==> config.mk <==
export PLATFORM = sky130hd
export DESIGN_NAME = thermocouple_avg_unit_convert
export DESIGN_NICKNAME = d
export VERILOG_FILES = /design/src/hdl/thc_pkg.sv /design/src/hdl/thc_cell.sv /design/src/hdl/thc_convert.sv /design/src/hdl/thermocouple_avg_unit_convert.sv
export SDC_FILE = /design/constraint.sdc
export NUM_CORES = 1
export LEC_CHECK = 0
export ABC_AREA = 1
export BUFFER_PORTS_ARGS = -buffer_cell sky130_fd_sc_hd__buf_2
export CAP_MARGIN = 0
export CORE_ASPECT_RATIO = 0.8
export CORE_MARGIN = 10
export CORE_UTILIZATION = 59
export DETAILED_ROUTE_END_ITERATION = 7
export PLACE_DENSITY = 0.78
export SLEW_MARGIN = 40
export SYNTH_ARGS = -nofsm -noshare
export SYNTH_HDL_FRONTEND = slang
export SYNTH_HIERARCHICAL = 1
export SYNTH_SLANG_ARGS = --single-unit
==> constraint.sdc <==
create_clock -name i_clk -period 8.38 [get_ports i_clk]
set_input_delay 0.838 -clock i_clk [delete_from_list [all_inputs] [get_ports i_clk]]
set_output_delay 0.838 -clock i_clk [all_outputs]
set_load 0.05 [all_outputs]
==> src/hdl/thc_pkg.sv <==
// ----------------------------------------------------------------------------
// Thermocouple averager package
// Widths, unit codes and the unit conversion offsets shared by the block.
// ----------------------------------------------------------------------------
package thc_pkg;

    localparam int SAMPLE_W   = 14;
    localparam int SAMPLE_LSB = 18;
    localparam int FRAME_W    = 32;
    localparam int SUM_W      = 17;
    localparam int OUT_W      = 20;
    localparam int NUM_CELLS  = 4;

    localparam logic signed [OUT_W:0] F_OFFSET = 21'sd3200;
    localparam logic signed [OUT_W:0] K_OFFSET = 21'sd27315;

    typedef enum logic [1:0] {
        UNIT_CELSIUS    = 2'd0,
        UNIT_FAHRENHEIT = 2'd1,
        UNIT_KELVIN     = 2'd2
    } t_unit;

    typedef logic signed [SAMPLE_W-1:0] t_sample;
    typedef logic signed [SUM_W-1:0]    t_sum;
    typedef logic signed [OUT_W-1:0]    t_result;

endpackage

==> src/hdl/thc_cell.sv <==
// ----------------------------------------------------------------------------
// Thermocouple averager history cell
// Holds one past sample, passes it on to the next cell when a new sample
// enters, and adds its sample to the running sum that flows along the chain.
// ----------------------------------------------------------------------------
module thc_cell
    import thc_pkg::*;
(
    input  logic    i_clk,
    input  logic    i_rst_n,
    input  logic    i_shift,
    input  t_sample i_sample,
    output t_sample o_sample,
    input  t_sum    i_sum,
    output t_sum    o_sum
);

    t_sample r_sample;
    t_sample n_sample;

    always_comb begin
        n_sample = r_sample;
        if (i_shift) begin
            n_sample = i_sample;
        end
    end

    always_ff @(posedge i_clk) begin
        if (!i_rst_n) begin
            r_sample <= '0;
        end else begin
            r_sample <= n_sample;
        end
    end

    assign o_sample = r_sample;
    assign o_sum    = i_sum + SUM_W'(r_sample);

endmodule

==> src/hdl/thc_convert.sv <==
// ----------------------------------------------------------------------------
// Thermocouple averager unit conversion
// Turns the five-sample sum in quarter degrees Celsius into hundredths of a
// degree in Celsius, Fahrenheit or Kelvin.
// ----------------------------------------------------------------------------
module thc_convert
    import thc_pkg::*;
(
    input  t_sum       i_sum,
    input  logic [1:0] i_unit,
    output t_result    o_result
);

    logic signed [OUT_W:0] sum_ext;
    logic signed [OUT_W:0] times5;
    logic signed [OUT_W:0] times9;
    logic signed [OUT_W:0] result;

    assign sum_ext = (OUT_W+1)'(i_sum);
    assign times5  = (sum_ext <<< 2) + sum_ext;
    assign times9  = (sum_ext <<< 3) + sum_ext;

    always_comb begin
        case (i_unit)
            UNIT_FAHRENHEIT: result = times9 + F_OFFSET;
            UNIT_KELVIN:     result = times5 + K_OFFSET;
            default:         result = times5;
        endcase
    end

    assign o_result = result[OUT_W-1:0];

endmodule

==> src/hdl/thermocouple_avg_unit_convert.sv <==
// ----------------------------------------------------------------------------
// Thermocouple five-sample average with unit conversion
// Each input transaction carries a converter frame whose bits 31..18 are a
// signed temperature in quarter degrees Celsius. The block returns one
// result transaction per input: the average of that sample and the four
// before it, in hundredths of a degree of the selected unit (unit code 3
// reads as Celsius). After reset the history reads as zero samples. The
// history lives in a row of four cells that shift on every accepted
// transaction while the sum ripples through them; the result is written into
// an output register on acceptance, and a new transaction is taken every
// cycle as long as that register is empty or being emptied.
// ----------------------------------------------------------------------------
module thermocouple_avg_unit_convert
    import thc_pkg::*;
(
    input  logic               i_clk,
    input  logic               i_rst_n,
    input  logic               i_valid,
    output logic               o_stall,
    input  logic [FRAME_W-1:0] i_raw_frame,
    input  logic [1:0]         i_unit,
    output logic               o_valid,
    input  logic               i_stall,
    output t_result            o_avg_temp_centi
);

    logic    accept;
    t_sample new_sample;
    t_sample cell_data [NUM_CELLS+1];
    t_sum    cell_sum  [NUM_CELLS+1];
    t_result result;

    logic    r_valid;
    logic    n_valid;
    t_result r_result;

    assign o_stall    = r_valid & i_stall;
    assign accept     = i_valid & ~o_stall;
    assign new_sample = i_raw_frame[SAMPLE_LSB +: SAMPLE_W];

    assign cell_data[0] = new_sample;
    assign cell_sum[0]  = SUM_W'(new_sample);

    for (genvar g = 0; g < NUM_CELLS; g++) begin : g_cell
        thc_cell u_cell (
            .i_clk    (i_clk),
            .i_rst_n  (i_rst_n),
            .i_shift  (accept),
            .i_sample (cell_data[g]),
            .o_sample (cell_data[g+1]),
            .i_sum    (cell_sum[g]),
            .o_sum    (cell_sum[g+1])
        );
    end

    thc_convert u_convert (
        .i_sum    (cell_sum[NUM_CELLS]),
        .i_unit   (i_unit),
        .o_result (result)
    );

    always_comb begin
        n_valid = r_valid;
        if (accept) begin
            n_valid = 1'b1;
        end else if (!i_stall) begin
            n_valid = 1'b0;
        end
    end

    always_ff @(posedge i_clk) begin
        if (!i_rst_n) begin
            r_valid <= 1'b0;
        end else begin
            r_valid <= n_valid;
        end
    end

    always_ff @(posedge i_clk) begin
        if (accept) begin
            r_result <= result;
        end
    end

    assign o_valid          = r_valid;
    assign o_avg_temp_centi = r_result;

endmodule

==> summary.md <==
| Metric | Value |
|---|---|
| Startpoint types | `input pin` |
| First-pass GRT wire length | `41,200 µm` |
| # diodes | `0` |
| Vias | `just under 10k` |
| Met3 Usage GRT | `~5%` |
| Core Box Area | `15,900 µm²` |
| Hold buffers post-CTS | `0` |
| Worst setup path category | `input pin to flop` |
| Slowest CP cell | `ha_1` |
| Max-cap viol count | `0` |
| Gate Count Post-Synth | `1,591` |
| Layout area overhead | `7.71%` |
| # fillers | `1,494` |
| CP endpoint kind | `flop` |
| Number of port buffers | `41` |
| Arrival @ worst endpoint | `between 7 and 8 ns` |
| Initial DRC Count | `~900` |
| GRT met1 Usage | `about a third` |
| Post-synth EDFFs | `20` |
| Global route overflow | `0` |
| Status | `finished clean` |
| RSZ-0062 raised after global routing | `no` |
| Post-synth cell types | `40` |
| Finish-stage setup viols | `0` |
| Achievable frequency | `between 0.1 and 0.15 GHz` |
| Final Hold Fails | `0` |
| Synth Flop Type | `dfxtp_1` |
| Relative slew slack | `50.5%` |
| Die span in x | `162 µm` |
| M2 GR Usage | `32.4%` |
| CTS tree | `yes` |
| Ys Warns | `6` |
| H-tree Lvls | `3` |
| Initial Util | `between 60 and 70%` |
| Worst Tran Pin Value | `approximately 0.74 ns` |
| #FFs+latches synth | `77` |
| Fin nets | `1,783` |
| Largest net degree at the start of global routing | `81` |
| CP max FO | `6` |
| Die H | `134 µm` |
| # Post-CTS Setup Buffers | `0` |
| Clk slew on worst S/H paths | `0.06 ns` |
| 1st-pass router iterations | `5` |
| CTS buffer count | `9` |
| Full die area | `21,800 µm²` |
| Gpl congestion | `0.932` |
| Critical Path RT | `8.47 ns` |
| CTS root buf | `clkbuf_16` |
| Part of the cycle the worst path needs | `87.1%` |
| Total GRT Usage | `a little under a quarter` |
| Critical Path Most Common Cell | `nand2_1` |
| Hold crit path type | `flop to flop` |
| Synth Area per Inst | `about 6.0 µm²` |
| Antenna Nets Post-Route | `0` |
| Setup TNS | `0 ns` |
| Worst Skew | `0.00912 ns` |
| Io pins | `60` |
| Sequential area share after synthesis | `18.2%` |
| Layout cells sized above 1 | `11.3%` |
| Clk_lat worst skew | `0.35 ns` |
| Vias per inst | `5.22` |
| WL per Instance | `13.3 µm` |
| Synthesized Nets | `between 1.5k and 2k` |
| HPWL Detailed | `19,700 µm` |
| Longest Clk Path Bufs | `2` |
| PostCTS Resize Cnt | `0` |
| CTS Sinks | `77` |
| Top Usage Layer GRT | `met1` |
| Post-Syn Area | `9580 µm²` |
| WL final | `between 20,000 and 25,000 µm` |
| Worst path max stage delay | `0.46 ns` |
| Tmin final | `7.30 ns` |
| Async set-reset flop share out of synthesis | `0%` |
| Number of global-route vias before repair | `8,590` |
| Antenna violations before repair | `0` |
| # DRC | `0` |
| Final-report max-slew violation count | `0` |
| Row count | `41` |
-- synth_stat cells (all sizes together) (13+ instances only) --
cell type  instances  area (µm²)
dfxtp             57        1140
edfxtp            20         601
nand2            560        2310
a21oi             71         378
nor2             184         717
ha               112        1400
o21ai             78         394
nand3            101         531
inv              273        1030
nor3              19         180
xnor2             13         114
xor2              22         193
-- per-layer routing --
metal	part of all wire, %	routed length (µm)
met1	52	12900
met2	39	9570
met3	8.0	1970
met4	0.64	157
met5	0	0
-- worst max-delay path, delay by kind of cell --
kind / cells / cell delay, ns
xor+xnor: 1 / 0.23
simple gates: 35 / 3.26
fa+ha+maj: 6 / 2.14
buf+inv: 5 / 0.39
compound gates: 3 / 0.48
-- flip-flops by register name, indices dropped and copies added (netlist names) --
register,count
g_cell.u_cell/o_sample,56
o_avg_temp_centi,20
o_valid,1
-- placed cells by master (no fill, tap or decap), drive strengths merged --
cell and instances:
a221oi 1, clkbuf 9, edfxtp 20, o21a 1, clkinv 6, nand2 560, o221ai 3, dfxtp 57
a21oi 71, xor2 22, a21boi 4, a31oi 7, nand3b 9, inv 274, nand3 101, ha 112
nor3 19, nand4 9, and2 3, a21o 1, or2 11, o21bai 4, xnor2 13, o22ai 1
nor2 184, fa 7, bufinv 2, o21ai 78, buf 42
-- layout make-up --
cell class	instances	area [µm²]	share of cell area, %
repair buffers	42	215	2.09
clock inverters	7	98.8	0.958
inverters	275	1030	10.0
well taps	215	269	2.61
clock buffers	9	225	2.18
flip-flops and latches	77	1740	16.9
multi-input cells	1221	6730	65.3
-- path summary, 6_finish.rpt --
path	to	start	depth (start not counted)	slack (ns)
max reg2reg	o_avg_temp_centi[19]	g_cell[0].u_cell/o_sample[0]	49	1.35
max	o_avg_temp_centi[19]	i_raw_frame[18]	50	1.08
min	o_valid	o_valid	2	0.48
min reg2reg	o_valid	o_valid	2	0.48
-- per-stage QoR --
step                      util [%]  hold slack, ns  std cells  worst slack [ns]  cell area [µm²]
final                         65.1           0.476       1846              1.08            10300
after global routing          65.1           0.500       1846             0.422            10300
after CTS                     65.1           0.479       1846              1.22            10300
after detailed placement      63.0           0.469       1830             0.853             9990
after global placement        63.0           0.466       1830              1.00             9990
after floorplan                  -           0.469       1591              1.99             9580
-- cell families (layout without fill, tap and decap cells) --
family | after synthesis | after routing | synth area share [%]
fa+ha+maj | 119 | 119 | 16.1
buf+inv | 293 | 333 | 11.6
xor+xnor | 35 | 35 | 3.20
compound gates | 171 | 171 | 9.73
flops | 77 | 77 | 18.2
simple gates | 896 | 896 | 41.2
Power is left out: the tool's default activity adds up to more than one toggle a clock period on the data nets, which glitch-free logic cannot reach.
